[src/rtl/rurnd_pkg.sv]
package rurnd_pkg;

    // Field widths
    localparam int unsigned WORD_W  = 64;
    localparam int unsigned HALF_W  = 32;

    // Default depth of the queue between front and back
    localparam int unsigned QUEUE_DEPTH_DEFAULT = 2;

    // splitmix64 constants
    localparam logic [WORD_W-1:0] MIX_ADD  = 64'h9E37_79B9_7F4A_7C15;
    localparam logic [WORD_W-1:0] MIX_MUL1 = 64'hBF58_476D_1CE4_E5B9;
    localparam logic [WORD_W-1:0] MIX_MUL2 = 64'h94D0_49BB_1331_11EB;
    localparam int unsigned MIX_SH0 = 30;
    localparam int unsigned MIX_SH1 = 27;
    localparam int unsigned MIX_SH2 = 31;

    // xoroshiro128++ rotation and shift amounts
    localparam int unsigned ROT_OUT = 17;
    localparam int unsigned ROT_A   = 49;
    localparam int unsigned SHIFT_A = 21;
    localparam int unsigned ROT_B   = 28;

    // Seed after reset
    localparam logic [WORD_W-1:0] SEED_RESET = 64'd1;

    // One classified item as it travels from front to back
    typedef struct packed {
        logic [WORD_W-1:0] bits;   // pattern, upper half cleared for binary32
        logic              dbl;    // binary64 format
        logic              nz;     // nonzero magnitude, draws a random bit
    } item_t;

    // Generator reload from the seed mixer
    typedef struct packed {
        logic              valid;
        logic [WORD_W-1:0] word;
    } gen_load_t;

    // Seed mixer sequence: three partial products per multiply
    typedef enum logic [2:0] {
        MIX_IDLE,
        MIX_M1_LL,
        MIX_M1_LH,
        MIX_M1_HL,
        MIX_M2_LL,
        MIX_M2_LH,
        MIX_M2_HL
    } mix_state_t;

    // Elaboration-time splitmix64, used for the reset state only
    function automatic logic [WORD_W-1:0] splitmix64(input logic [WORD_W-1:0] s);
        logic [WORD_W-1:0] z;
        z = s + MIX_ADD;
        z = (z ^ (z >> MIX_SH0)) * MIX_MUL1;
        z = (z ^ (z >> MIX_SH1)) * MIX_MUL2;
        return z ^ (z >> MIX_SH2);
    endfunction

    localparam logic [WORD_W-1:0] GEN_RESET = splitmix64(SEED_RESET);

endpackage

[src/rtl/rurnd_front.sv]
module rurnd_front (
    input  logic                  aclk,
    input  logic                  aresetn,
    input  logic                  s_tvalid,
    output logic                  s_tready,
    input  logic [63:0]           s_tdata,   // value_bits
    input  logic                  s_tuser,   // is_double
    input  logic                  mix_busy,
    output logic                  q_valid,
    input  logic                  q_ready,
    output rurnd_pkg::item_t      q_item
);

    logic             valid_reg;
    logic             valid_next;
    rurnd_pkg::item_t item_reg;
    rurnd_pkg::item_t item_next;
    logic             accept;

    // Hold off new items while the generator is being reseeded
    assign s_tready = !mix_busy && (!valid_reg || q_ready);
    assign accept   = s_tvalid && s_tready;

    // Classify: mask to format width and flag nonzero magnitude
    always_comb begin
        item_next.dbl  = s_tuser;
        item_next.bits = s_tuser ? s_tdata : {32'd0, s_tdata[31:0]};
        item_next.nz   = s_tuser ? (s_tdata[62:0] != 63'd0) : (s_tdata[30:0] != 31'd0);
    end

    always_comb begin
        valid_next = valid_reg;
        if (accept) begin
            valid_next = 1'b1;
        end else if (q_ready) begin
            valid_next = 1'b0;
        end
    end

    always_ff @(posedge aclk) begin
        if (!aresetn) begin
            valid_reg <= 1'b0;
        end else begin
            valid_reg <= valid_next;
        end
    end

    always_ff @(posedge aclk) begin
        if (accept) begin
            item_reg <= item_next;
        end
    end

    assign q_valid = valid_reg;
    assign q_item  = item_reg;

endmodule

[src/rtl/rurnd_queue.sv]
module rurnd_queue #(
    parameter int unsigned DEPTH = rurnd_pkg::QUEUE_DEPTH_DEFAULT
) (
    input  logic             aclk,
    input  logic             aresetn,
    input  logic             in_valid,
    output logic             in_ready,
    input  rurnd_pkg::item_t in_item,
    output logic             out_valid,
    input  logic             out_ready,
    output rurnd_pkg::item_t out_item
);

    localparam int unsigned PTR_W = $clog2(DEPTH);
    localparam int unsigned CNT_W = $clog2(DEPTH + 1);

    rurnd_pkg::item_t entry_reg [DEPTH];
    logic [PTR_W-1:0] wr_ptr_reg;
    logic [PTR_W-1:0] wr_ptr_next;
    logic [PTR_W-1:0] rd_ptr_reg;
    logic [PTR_W-1:0] rd_ptr_next;
    logic [CNT_W-1:0] count_reg;
    logic [CNT_W-1:0] count_next;
    logic             push;
    logic             pop;

    assign in_ready  = (count_reg != CNT_W'(DEPTH));
    assign out_valid = (count_reg != '0);
    assign out_item  = entry_reg[rd_ptr_reg];
    assign push      = in_valid && in_ready;
    assign pop       = out_valid && out_ready;

    // Advance pointers with wrap at the queue depth
    always_comb begin
        wr_ptr_next = wr_ptr_reg;
        rd_ptr_next = rd_ptr_reg;
        count_next  = count_reg;
        if (push) begin
            wr_ptr_next = (wr_ptr_reg == PTR_W'(DEPTH - 1)) ? '0 : wr_ptr_reg + PTR_W'(1);
        end
        if (pop) begin
            rd_ptr_next = (rd_ptr_reg == PTR_W'(DEPTH - 1)) ? '0 : rd_ptr_reg + PTR_W'(1);
        end
        if (push && !pop) begin
            count_next = count_reg + CNT_W'(1);
        end else if (pop && !push) begin
            count_next = count_reg - CNT_W'(1);
        end
    end

    always_ff @(posedge aclk) begin
        if (!aresetn) begin
            wr_ptr_reg <= '0;
            rd_ptr_reg <= '0;
            count_reg  <= '0;
        end else begin
            wr_ptr_reg <= wr_ptr_next;
            rd_ptr_reg <= rd_ptr_next;
            count_reg  <= count_next;
        end
    end

    always_ff @(posedge aclk) begin
        if (push) begin
            entry_reg[wr_ptr_reg] <= in_item;
        end
    end

endmodule

[src/rtl/rurnd_seed_mix.sv]
module rurnd_seed_mix (
    input  logic                  aclk,
    input  logic                  aresetn,
    input  logic                  cfg_wr_en,
    input  logic [63:0]           cfg_wr_data,
    output logic                  busy,
    output rurnd_pkg::gen_load_t  gen_load
);

    rurnd_pkg::mix_state_t state_reg;
    rurnd_pkg::mix_state_t state_next;
    logic [63:0] op_reg;
    logic [63:0] op_next;
    logic [63:0] acc_reg;
    logic [63:0] acc_next;
    logic [31:0] mul_a;
    logic [31:0] mul_b;
    logic [63:0] product;
    logic [63:0] sum;
    logic [63:0] seed_add;

    // Pick the operand halves for this partial product
    always_comb begin
        case (state_reg)
            rurnd_pkg::MIX_M1_LL: begin
                mul_a = op_reg[31:0];
                mul_b = rurnd_pkg::MIX_MUL1[31:0];
            end
            rurnd_pkg::MIX_M1_LH: begin
                mul_a = op_reg[31:0];
                mul_b = rurnd_pkg::MIX_MUL1[63:32];
            end
            rurnd_pkg::MIX_M1_HL: begin
                mul_a = op_reg[63:32];
                mul_b = rurnd_pkg::MIX_MUL1[31:0];
            end
            rurnd_pkg::MIX_M2_LL: begin
                mul_a = op_reg[31:0];
                mul_b = rurnd_pkg::MIX_MUL2[31:0];
            end
            rurnd_pkg::MIX_M2_LH: begin
                mul_a = op_reg[31:0];
                mul_b = rurnd_pkg::MIX_MUL2[63:32];
            end
            rurnd_pkg::MIX_M2_HL: begin
                mul_a = op_reg[63:32];
                mul_b = rurnd_pkg::MIX_MUL2[31:0];
            end
            default: begin
                mul_a = '0;
                mul_b = '0;
            end
        endcase
    end

    // One 32x32 multiplier, accumulate modulo 2^64
    assign product  = 64'(mul_a) * 64'(mul_b);
    assign sum      = (state_reg == rurnd_pkg::MIX_M1_LL || state_reg == rurnd_pkg::MIX_M2_LL)
                      ? product : acc_reg + {product[31:0], 32'd0};
    assign seed_add = cfg_wr_data + rurnd_pkg::MIX_ADD;

    // Next state
    always_comb begin
        case (state_reg)
            rurnd_pkg::MIX_IDLE:  state_next = rurnd_pkg::MIX_IDLE;
            rurnd_pkg::MIX_M1_LL: state_next = rurnd_pkg::MIX_M1_LH;
            rurnd_pkg::MIX_M1_LH: state_next = rurnd_pkg::MIX_M1_HL;
            rurnd_pkg::MIX_M1_HL: state_next = rurnd_pkg::MIX_M2_LL;
            rurnd_pkg::MIX_M2_LL: state_next = rurnd_pkg::MIX_M2_LH;
            rurnd_pkg::MIX_M2_LH: state_next = rurnd_pkg::MIX_M2_HL;
            rurnd_pkg::MIX_M2_HL: state_next = rurnd_pkg::MIX_IDLE;
            default:              state_next = rurnd_pkg::MIX_IDLE;
        endcase
        if (cfg_wr_en) begin
            state_next = rurnd_pkg::MIX_M1_LL;
        end
    end

    // Outputs and datapath updates
    always_comb begin
        busy           = (state_reg != rurnd_pkg::MIX_IDLE);
        gen_load.valid = (state_reg == rurnd_pkg::MIX_M2_HL) && !cfg_wr_en;
        gen_load.word  = sum ^ (sum >> rurnd_pkg::MIX_SH2);
        acc_next       = sum;
        op_next        = op_reg;
        if (cfg_wr_en) begin
            op_next = seed_add ^ (seed_add >> rurnd_pkg::MIX_SH0);
        end else if (state_reg == rurnd_pkg::MIX_M1_HL) begin
            op_next = sum ^ (sum >> rurnd_pkg::MIX_SH1);
        end
    end

    always_ff @(posedge aclk) begin
        if (!aresetn) begin
            state_reg <= rurnd_pkg::MIX_IDLE;
        end else begin
            state_reg <= state_next;
        end
    end

    always_ff @(posedge aclk) begin
        op_reg  <= op_next;
        acc_reg <= acc_next;
    end

endmodule

[src/rtl/rurnd_back.sv]
module rurnd_back (
    input  logic                  aclk,
    input  logic                  aresetn,
    input  logic                  q_valid,
    output logic                  q_ready,
    input  rurnd_pkg::item_t      q_item,
    input  rurnd_pkg::gen_load_t  gen_load,
    output logic                  m_tvalid,
    input  logic                  m_tready,
    output logic [63:0]           m_tdata,   // result_bits
    output logic                  m_tuser    // drew_random
);

    localparam int unsigned DRAW_BIT = rurnd_pkg::WORD_W - rurnd_pkg::ROT_OUT;

    logic [63:0] gen_a_reg;
    logic [63:0] gen_a_next;
    logic [63:0] gen_b_reg;
    logic [63:0] gen_b_next;
    logic        valid_reg;
    logic        valid_next;
    logic [63:0] data_reg;
    logic [63:0] data_next;
    logic        drew_reg;
    logic        pop;
    logic [DRAW_BIT:0] low_sum;
    logic        up;
    logic [63:0] stepped;
    logic [63:0] mixed;

    assign q_ready = !valid_reg || m_tready;
    assign pop     = q_valid && q_ready;

    // Bit 0 of the xoroshiro128++ output: the rotation brings sum bit 47 down to bit 0
    assign low_sum = gen_a_reg[DRAW_BIT:0] + gen_b_reg[DRAW_BIT:0];
    assign up      = low_sum[DRAW_BIT] ^ gen_a_reg[0];

    // Generator step
    assign mixed = gen_a_reg ^ gen_b_reg;
    always_comb begin
        gen_a_next = gen_a_reg;
        gen_b_next = gen_b_reg;
        if (gen_load.valid) begin
            gen_a_next = gen_load.word;
            gen_b_next = gen_load.word;
        end else if (pop && q_item.nz) begin
            gen_a_next = {gen_a_reg[64-rurnd_pkg::ROT_A-1:0], gen_a_reg[63:64-rurnd_pkg::ROT_A]}
                         ^ mixed ^ (mixed << rurnd_pkg::SHIFT_A);
            gen_b_next = {mixed[64-rurnd_pkg::ROT_B-1:0], mixed[63:64-rurnd_pkg::ROT_B]};
        end
    end

    // Step the pattern one ulp up or down, wrap at format width
    always_comb begin
        stepped = up ? q_item.bits + 64'd1 : q_item.bits - 64'd1;
        if (!q_item.dbl) begin
            stepped[63:32] = 32'd0;
        end
        data_next = q_item.nz ? stepped : q_item.bits;
    end

    always_comb begin
        valid_next = valid_reg;
        if (pop) begin
            valid_next = 1'b1;
        end else if (m_tready) begin
            valid_next = 1'b0;
        end
    end

    always_ff @(posedge aclk) begin
        if (!aresetn) begin
            valid_reg <= 1'b0;
            gen_a_reg <= rurnd_pkg::GEN_RESET;
            gen_b_reg <= rurnd_pkg::GEN_RESET;
        end else begin
            valid_reg <= valid_next;
            gen_a_reg <= gen_a_next;
            gen_b_reg <= gen_b_next;
        end
    end

    always_ff @(posedge aclk) begin
        if (pop) begin
            data_reg <= data_next;
            drew_reg <= q_item.nz;
        end
    end

    assign m_tvalid = valid_reg;
    assign m_tdata  = data_reg;
    assign m_tuser  = drew_reg;

endmodule

[src/rtl/random_updown_ulp_rounding_unit.sv]
// Random up/down ulp perturbation of IEEE bit patterns, driven by xoroshiro128++.
// Input stream s_*: tdata carries the bit pattern (binary32 in the low 32 bits),
// tuser selects binary64. Output stream m_*: tdata carries the perturbed pattern,
// tuser is set when the value was nonzero and a random bit was drawn.
// Zeros of either sign pass through and leave the generator untouched.
// Throughput is one item per cycle while m_tready is high and no reseed runs; an
// item passes the input register, the queue and the output register before it
// shows on m_tvalid. The queue between the classifying front and the generator
// back lets each side stall on its own; when the receiver holds m_tready low,
// items collect in the queue and then the front.
// A write on cfg_wr_en loads a new seed; the splitmix64 reload runs on one
// shared 32x32 multiplier, and s_tready stays low while it runs.
// After reset the generator holds splitmix64(1), all channels are empty and
// s_tready is high.
module random_updown_ulp_rounding_unit #(
    parameter int unsigned QUEUE_DEPTH = rurnd_pkg::QUEUE_DEPTH_DEFAULT
) (
    input  logic        aclk,
    input  logic        aresetn,
    input  logic        s_tvalid,
    output logic        s_tready,
    input  logic [63:0] s_tdata,     // [63:0] value_bits
    input  logic        s_tuser,     // [0] is_double
    output logic        m_tvalid,
    input  logic        m_tready,
    output logic [63:0] m_tdata,     // [63:0] result_bits
    output logic        m_tuser,     // [0] drew_random
    input  logic        cfg_wr_en,
    input  logic [63:0] cfg_wr_data
);

    logic                 mix_busy;
    rurnd_pkg::gen_load_t gen_load;
    logic                 fq_valid;
    logic                 fq_ready;
    rurnd_pkg::item_t     fq_item;
    logic                 qb_valid;
    logic                 qb_ready;
    rurnd_pkg::item_t     qb_item;

    rurnd_seed_mix u_seed_mix (
        .aclk        (aclk),
        .aresetn     (aresetn),
        .cfg_wr_en   (cfg_wr_en),
        .cfg_wr_data (cfg_wr_data),
        .busy        (mix_busy),
        .gen_load    (gen_load)
    );

    rurnd_front u_front (
        .aclk     (aclk),
        .aresetn  (aresetn),
        .s_tvalid (s_tvalid),
        .s_tready (s_tready),
        .s_tdata  (s_tdata),
        .s_tuser  (s_tuser),
        .mix_busy (mix_busy),
        .q_valid  (fq_valid),
        .q_ready  (fq_ready),
        .q_item   (fq_item)
    );

    rurnd_queue #(
        .DEPTH (QUEUE_DEPTH)
    ) u_queue (
        .aclk      (aclk),
        .aresetn   (aresetn),
        .in_valid  (fq_valid),
        .in_ready  (fq_ready),
        .in_item   (fq_item),
        .out_valid (qb_valid),
        .out_ready (qb_ready),
        .out_item  (qb_item)
    );

    rurnd_back u_back (
        .aclk     (aclk),
        .aresetn  (aresetn),
        .q_valid  (qb_valid),
        .q_ready  (qb_ready),
        .q_item   (qb_item),
        .gen_load (gen_load),
        .m_tvalid (m_tvalid),
        .m_tready (m_tready),
        .m_tdata  (m_tdata),
        .m_tuser  (m_tuser)
    );

endmodule
[config.mk]
export PLATFORM = sky130hd
export DESIGN_NAME = random_updown_ulp_rounding_unit
export DESIGN_NICKNAME = d
export VERILOG_FILES = /design/src/rtl/rurnd_pkg.sv /design/src/rtl/rurnd_front.sv /design/src/rtl/rurnd_queue.sv /design/src/rtl/rurnd_seed_mix.sv /design/src/rtl/rurnd_back.sv /design/src/rtl/random_updown_ulp_rounding_unit.sv
export SDC_FILE = /design/constraint.sdc
export NUM_CORES = 2
export LEC_CHECK = 0
export BUFFER_PORTS_ARGS = -buffer_cell sky130_fd_sc_hd__buf_2
export CAP_MARGIN = 0
export CORE_ASPECT_RATIO = 0.5
export CORE_MARGIN = 4
export CORE_UTILIZATION = 35
export CTS_CLUSTER_DIAMETER = 40
export CTS_CLUSTER_SIZE = 16
export DETAILED_ROUTE_END_ITERATION = 7
export PLACE_DENSITY = 0.58
export SYNTH_ARGS = -nofsm -noshare
export SYNTH_HDL_FRONTEND = slang
export SYNTH_SLANG_ARGS = --single-unit
[constraint.sdc]
create_clock -name aclk -period 12.55 [get_ports aclk]
set_clock_uncertainty 0.15 [all_clocks]
set_input_delay 2.51 -clock aclk [delete_from_list [all_inputs] [get_ports aclk]]
set_output_delay 2.51 -clock aclk [all_outputs]
set_load 0.01 [all_outputs]
Word-level counts from Yosys, hierarchy flattened
Memories as Yosys holds them, arrays and structs flattened. A register that Yosys moved wholly into a read port is not among the register bits.
Cells that the tools add are included.

word-level totals
  output and inout port bits = 67
  bits in registers = 396
  input bits = 134
  memories kept = 1
  RAM bits = 132
  logic and storage cells = 101

memories
  name               words  bits a word  read ports  clocked after memory_dff  wr ports  line               text
  u_queue.entry_reg  2      66           1           1                         1         rurnd_queue.sv:17  rurnd_pkg::item_t entry_reg [DEPTH];

cells by class
  reduce and logical (&&, ||, !) cells = 31
  equality and inequality tests = 7
  multipliers = 1
  multiplexer cells = 27
  bitwise gates (word level) = 8
  add/subtract/negate cells = 9

operators with widths
  kind                    count
  $mux 64                 9
  $xor 64x64->64          3
  $pmux 32 s4             1
  $add 64x1->64 const B   1
  $add 64x64->64          1
  $add 64x64->64 const B  1
  $mul 32x32->64          1
  $pmux 32 s2             1
  $sub 64x1->64 const B   1
  $xor 64x33->64          1
  $xor 64x34->64          1
  $xor 64x37->64          1
  $reduce_bool 63->1      1
  $add 48x48->48          1
  $mux 32                 1
  $reduce_bool 31->1      1
  $pmux 3 s5              1
  $mux 1                  12
  $reduce_bool 2->1       6
  $eq 3x3->1 const B      3
  $logic_and 1x1->1       8
  $reduce_or 2->1         4
  $eq 3x2->1 const B      2
  $logic_not 1->1         6
  11 further kinds        15

Longest topological paths before layout
  depth in word-level cells = 9
  depth in mapped cells = 46
  mapped depth without buffers = 42

Hierarchy
A second synthesis with hierarchy kept.

unflattened totals
  cell total of the unflattened synthesis = 6,297
  area total of the unflattened synthesis = 60,200.2 µm²

by module, submodules not included
  module          seq. area each (µm²)  area each (µm²)  cells each  instances
  rurnd_seed_mix  3,263.1               39,265.2         4,244       1
  rurnd_back      4,534.3               13,515.5         1,695       1
  rurnd_queue     4,063.9               5,012.3          229         1
  rurnd_front     2,001.9               2,407.3          129         1

Worst setup path before layout
OpenSTA, ideal clock, no wires.

  kind = register -> register
  start = register u_seed_mix.state_reg[2]
  end = register u_seed_mix.op_reg[34], data pin
  required time = 12,134 ps
  path slack = 1,771 ps
  buffers on the path = 4
  period minus slack after synthesis = 10,779 ps
  arrival time = 10,363 ps
  setup time = 266 ps
  cell stages (with the launch flop) = 42
  cell sequence = dfxtp_1 -> nor2b_1 -> buf_2 -> nor2_1 -> nor2_1 -> clkbuf_1 -> a22oi_1 -> inv_1 -> nand2_1 -> nand2_1 -> fa_1 -> fa_1 -> fa_1 -> inv_1 -> fa_1 -> inv_1 -> fa_1 -> inv_1 -> (+6 left out) -> ha_1 -> buf_4 -> and4_1 -> or3b_1 -> o311a_2 -> xnor2_1 -> ha_1 -> clkbuf_1 -> a21oi_1 -> o21ai_0 -> nor2_1 -> a21oi_1 -> a41oi_1 -> or4b_2 -> a31oi_1 -> a31o_2 -> xnor2_1 -> mux2i_1

between the ends
  longest elaborated chain between the ends = 9
  elaborated cells between the ends (all ways) = 19
  those cells by class = add/sub: 1; mul: 1; eq/ne: 6; mux: 5; bitwise: 1; reduce/logical: 5

ends and longest elaborated chain
  item                                                                 line                   text
  start: declaration                                                   rurnd_seed_mix.sv:10   rurnd_pkg::mix_state_t state_reg;
  start signal: assignment                                             rurnd_seed_mix.sv:95   state_reg <= rurnd_pkg::MIX_IDLE;
  start signal: assignment                                             rurnd_seed_mix.sv:97   state_reg <= state_next;
  $eq 3x2->1, or another cell as far along                             rurnd_seed_mix.sv:24   case (state_reg)
  $reduce_or 4->1 (no line) / $reduce_or 2->1 (equally long branches)  -
  $pmux 32 s2 / $pmux 32 s4 (equally long branches)                    rurnd_seed_mix.sv:24
  $mul 32x32->64                                                       rurnd_seed_mix.sv:57   assign product = 64'(mul_a) * 64'(mul_b);
  $add 64x64->64                                                       rurnd_seed_mix.sv:59   ? product : acc_reg + {product[31:0], 32'd0};
  $mux 64 *                                                            rurnd_seed_mix.sv:59
  $xor 64x37->64 *                                                     rurnd_seed_mix.sv:89   op_next = sum ^ (sum >> rurnd_pkg::MIX_SH1);
  $mux 64 *                                                            rurnd_seed_mix.sv:88   end else if (state_reg == rurnd_pkg::MIX_M1_HL) begin
  $mux 64 *                                                            rurnd_seed_mix.sv:86   if (cfg_wr_en) begin
  net u_seed_mix.op_next[34]                                           rurnd_seed_mix.sv:13   logic [63:0] op_next;
  end signal: assignment                                               rurnd_seed_mix.sv:102  op_reg <= op_next;
  end: declaration                                                     rurnd_seed_mix.sv:12   logic [63:0] op_reg;

Mark *: on every way through the listed nets, which the timed path passes. The rest lies on a longest branch. The select of a mux whose other input is x is not followed.
A chain may end at the register's enable or synchronous reset.

Worst setup path in the final report
  start = register u_seed_mix.state_reg[2]
  end = register u_seed_mix.op_reg[36], data pin

The elaborated chain is that of the path after synthesis.

==> impl_metrics.py <==
metrics = {
    "outcome": {
        "outcome": "complete, no violations",
    },
    "logic_synthesis": {
        "syn_area_per_cell_sq_um": 9.66,
        "ys_types": 95,
        "synth.most_common_cell": "inv_1",
        "synthArstFlopShare": 0,
        "yosys.area.top_type_share": 0.281,
        "synth_edf_count": 327,
        "yosys_warnings": 0,
        "synth-seq-cells": 529,
        "synthFlopType": "edfxtp_1",
        "synth_largest_area_cell": "fa_1",
        "synth_cells": 6122,
        "ys_top_cells_by_count": "inv_1 (1001), fa_1 (829), nand2_1 (543), nor2_1 (522), ha_1 (469)",
        "synthTopCellsByArea": "fa_1 (28%), edfxtp_1 (17%), ha_1 (9.9%), dfxtp_1 (6.8%), inv_1 (6.4%)",
        "yosysSeqAreaShare": 0.234,
        "synthesis.nets": 7554,
        "synth_area_sq_um": 59100,
    },
    "grt": {
        "grt_pass1_vias": 47400,
        "grt_pass1_wl_microns": 313000,
        "grt_max_degree": 90,
        "grt_overflow": 0,
        "grt_usage": 0.237,
        "antenna_found_initial": 6,
    },
    "worst_setup_path": {
        "start_kind": "register",
        "critPathKind": "reg -> reg",
        "timing.rr.start": "u_seed_mix.state_reg[2]",
        "crit_path_max_fanout": 32,
        "cp_common_cell": "fa_1",
        "critPathLaunch": "u_seed_mix.state_reg[2]",
        "worst_ep_arrival_time_ps": 12150,
        "slowest_stage": "dfxtp_1",
        "cp.required_ps": 12760,
        "end_kind": "register",
        "slowest_delay_ps": 690,
    },
    "clocking": {
        "cts-root-buf": "clkbuf_16",
        "clock-sinks": 529,
        "cts_tree": "done",
        "htreeDepth": 3,
        "path_clk_slew_ps": 60,
        "cts_buffer_depth": 3,
        "cts_hold_buf": 0,
        "insertion_delay_ps": 660,
        "numCtsBuffers": 87,
    },
    "timing": {
        "finalSetupViolations": 0,
        "min_period_ps": 11940,
        "hold_viol_final": 0,
        "max_slew_margin": 0.187,
        "min_period_over_period": 0.951,
        "maxSlewViolCount": 0,
        "rsz0062_at_grt": "no",
        "fmax_mhz": 83.8,
        "tightest_slew_ps": 1220,
        "fin_tns_setup_ps": 0,
    },
    "layout": {
        "layout-drive-gt1-share": 0.0956,
        "syn_to_final_growth_pct": 11.6,
        "largest_register_ffs": 132,
        "nets": 7715,
    },
    "floorplan": {
        "die_w_microns": 589,
        "pin_count": 201,
        "fp.dieH_microns": 299,
        "start_util": 0.353,
        "core_area_sq_um": 168000,
        "die-area_sq_um": 176000,
        "row_count": 106,
    },
    "route": {
        "via_per_inst": 5.28,
        "vias": 45600,
        "detail_route.wl_per_cell_microns": 24.4,
        "antenna_left": 0,
        "drtPass1Iterations": 6,
        "drt_iter0_drc": 4299,
        "drt-total-wl_microns": 210000,
        "post-route-drc-count": 0,
    },
    "place": {
        "hpwlAfterDp_microns": 172000,
        "io_buffers": 200,
        "gp_routability_congestion": 1.01,
    },
    "hold_path": {
        "hold_path_class": "reg -> reg",
        "worstHoldStart": "u_front.q_item[25]",
    },
    "run": {
        "maxCapViolations": 0,
    },
}
## kinds of logic after synthesis
kind of cell | synth area share
and+or+nand+nor | 0.108
adders and majority gates | 0.380
buffers and inverters | 0.0788
AOI/OAI and AO/OA | 0.113
DFF | 0.234
xor gates and xnor gates | 0.0652
muxes | 0.0214
other | 0.0000634
## routing by layer
metal | wire length (microns) | up-vias | track usage | part of all wire
met3 | 17600 | 401 | 0.0448 | 0.084
li1 | - | 20400 | - | -
met4 | 8850 | 2 | 0.0854 | 0.042
met5 | 15 | - | 0 | 0.000071
met1 | 89700 | 22700 | 0.326 | 0.43
met2 | 93900 | 2055 | 0.374 | 0.45
## worst max-delay path: cells and delay by family (launching register included)
family          cells  cell delay [ps]
flops               1              690
buf+inv             5             1100
compound gates      7             1860
mux                 1               80
simple gates       11             2260
xor+xnor            2              610
fa+ha+maj          10             4890
## metrics by stage
stage          utilization  setup slack, ps  hold slack, ps  std cells  area [sq um]
2_1_floorplan            -             1770             271       6122         59100
3_3_place_gp         0.375              217             272       8459         62900
3_5_place_dp         0.375              440             280       8459         62900
4_1_cts              0.394              385             292       8623         65900
5_1_grt              0.394              127             303       8628         66000
6_report             0.394              613             289       8629         66000
## cells in the final DEF (no fill, tap or decap), types with 32 or more instances in the layout
cell	count
a211oi_1	37
a21o_1	94
a21oi_1	341
a31oi_1	43
and2_1	52
and3_1	47
buf_2	199
buf_4	97
clkbuf_16	87
dfxtp_1	200
edfxtp_1	327
fa_1	829
ha_1	469
inv_1	998
mux2_2	72
mux2i_1	36
nand2_1	541
nand3_1	59
nand4_1	53
nor2_1	514
nor3_1	32
o211ai_1	36
o21ai_0	260
xnor2_1	300
xor2_1	133
## path summary, 6_finish.rpt
path         slack, ps  depth (start not counted)                  endpoint
min reg2reg        290                          0  u_queue.entry_reg[1][25]
max reg2reg        610                         36     u_seed_mix.op_reg[36]
min                290                          0  u_queue.entry_reg[1][25]
max                610                         36     u_seed_mix.op_reg[36]
## area by class of cell
class | instances | area [sq um]
antenna | 3 | 7.51
clock buffer | 92 | 2200
clock inverter | 72 | 841
fill | 16800 | 102000
inverter | 1005 | 3780
multi-input combinational | 4364 | 40700
sequential | 529 | 13900
tap | 2268 | 2840
timing repair buffer | 296 | 1720
## what timing repair did
action	4_1_cts	5_1_grt
endpoints found under the setup margin	0	9
hold endpoints to repair	0	0
setup buffers	0	3
resized for setup	0	7
Power is left out: the tool's default activity adds up to more than one toggle a clock period on the data nets, which glitch-free logic cannot reach.
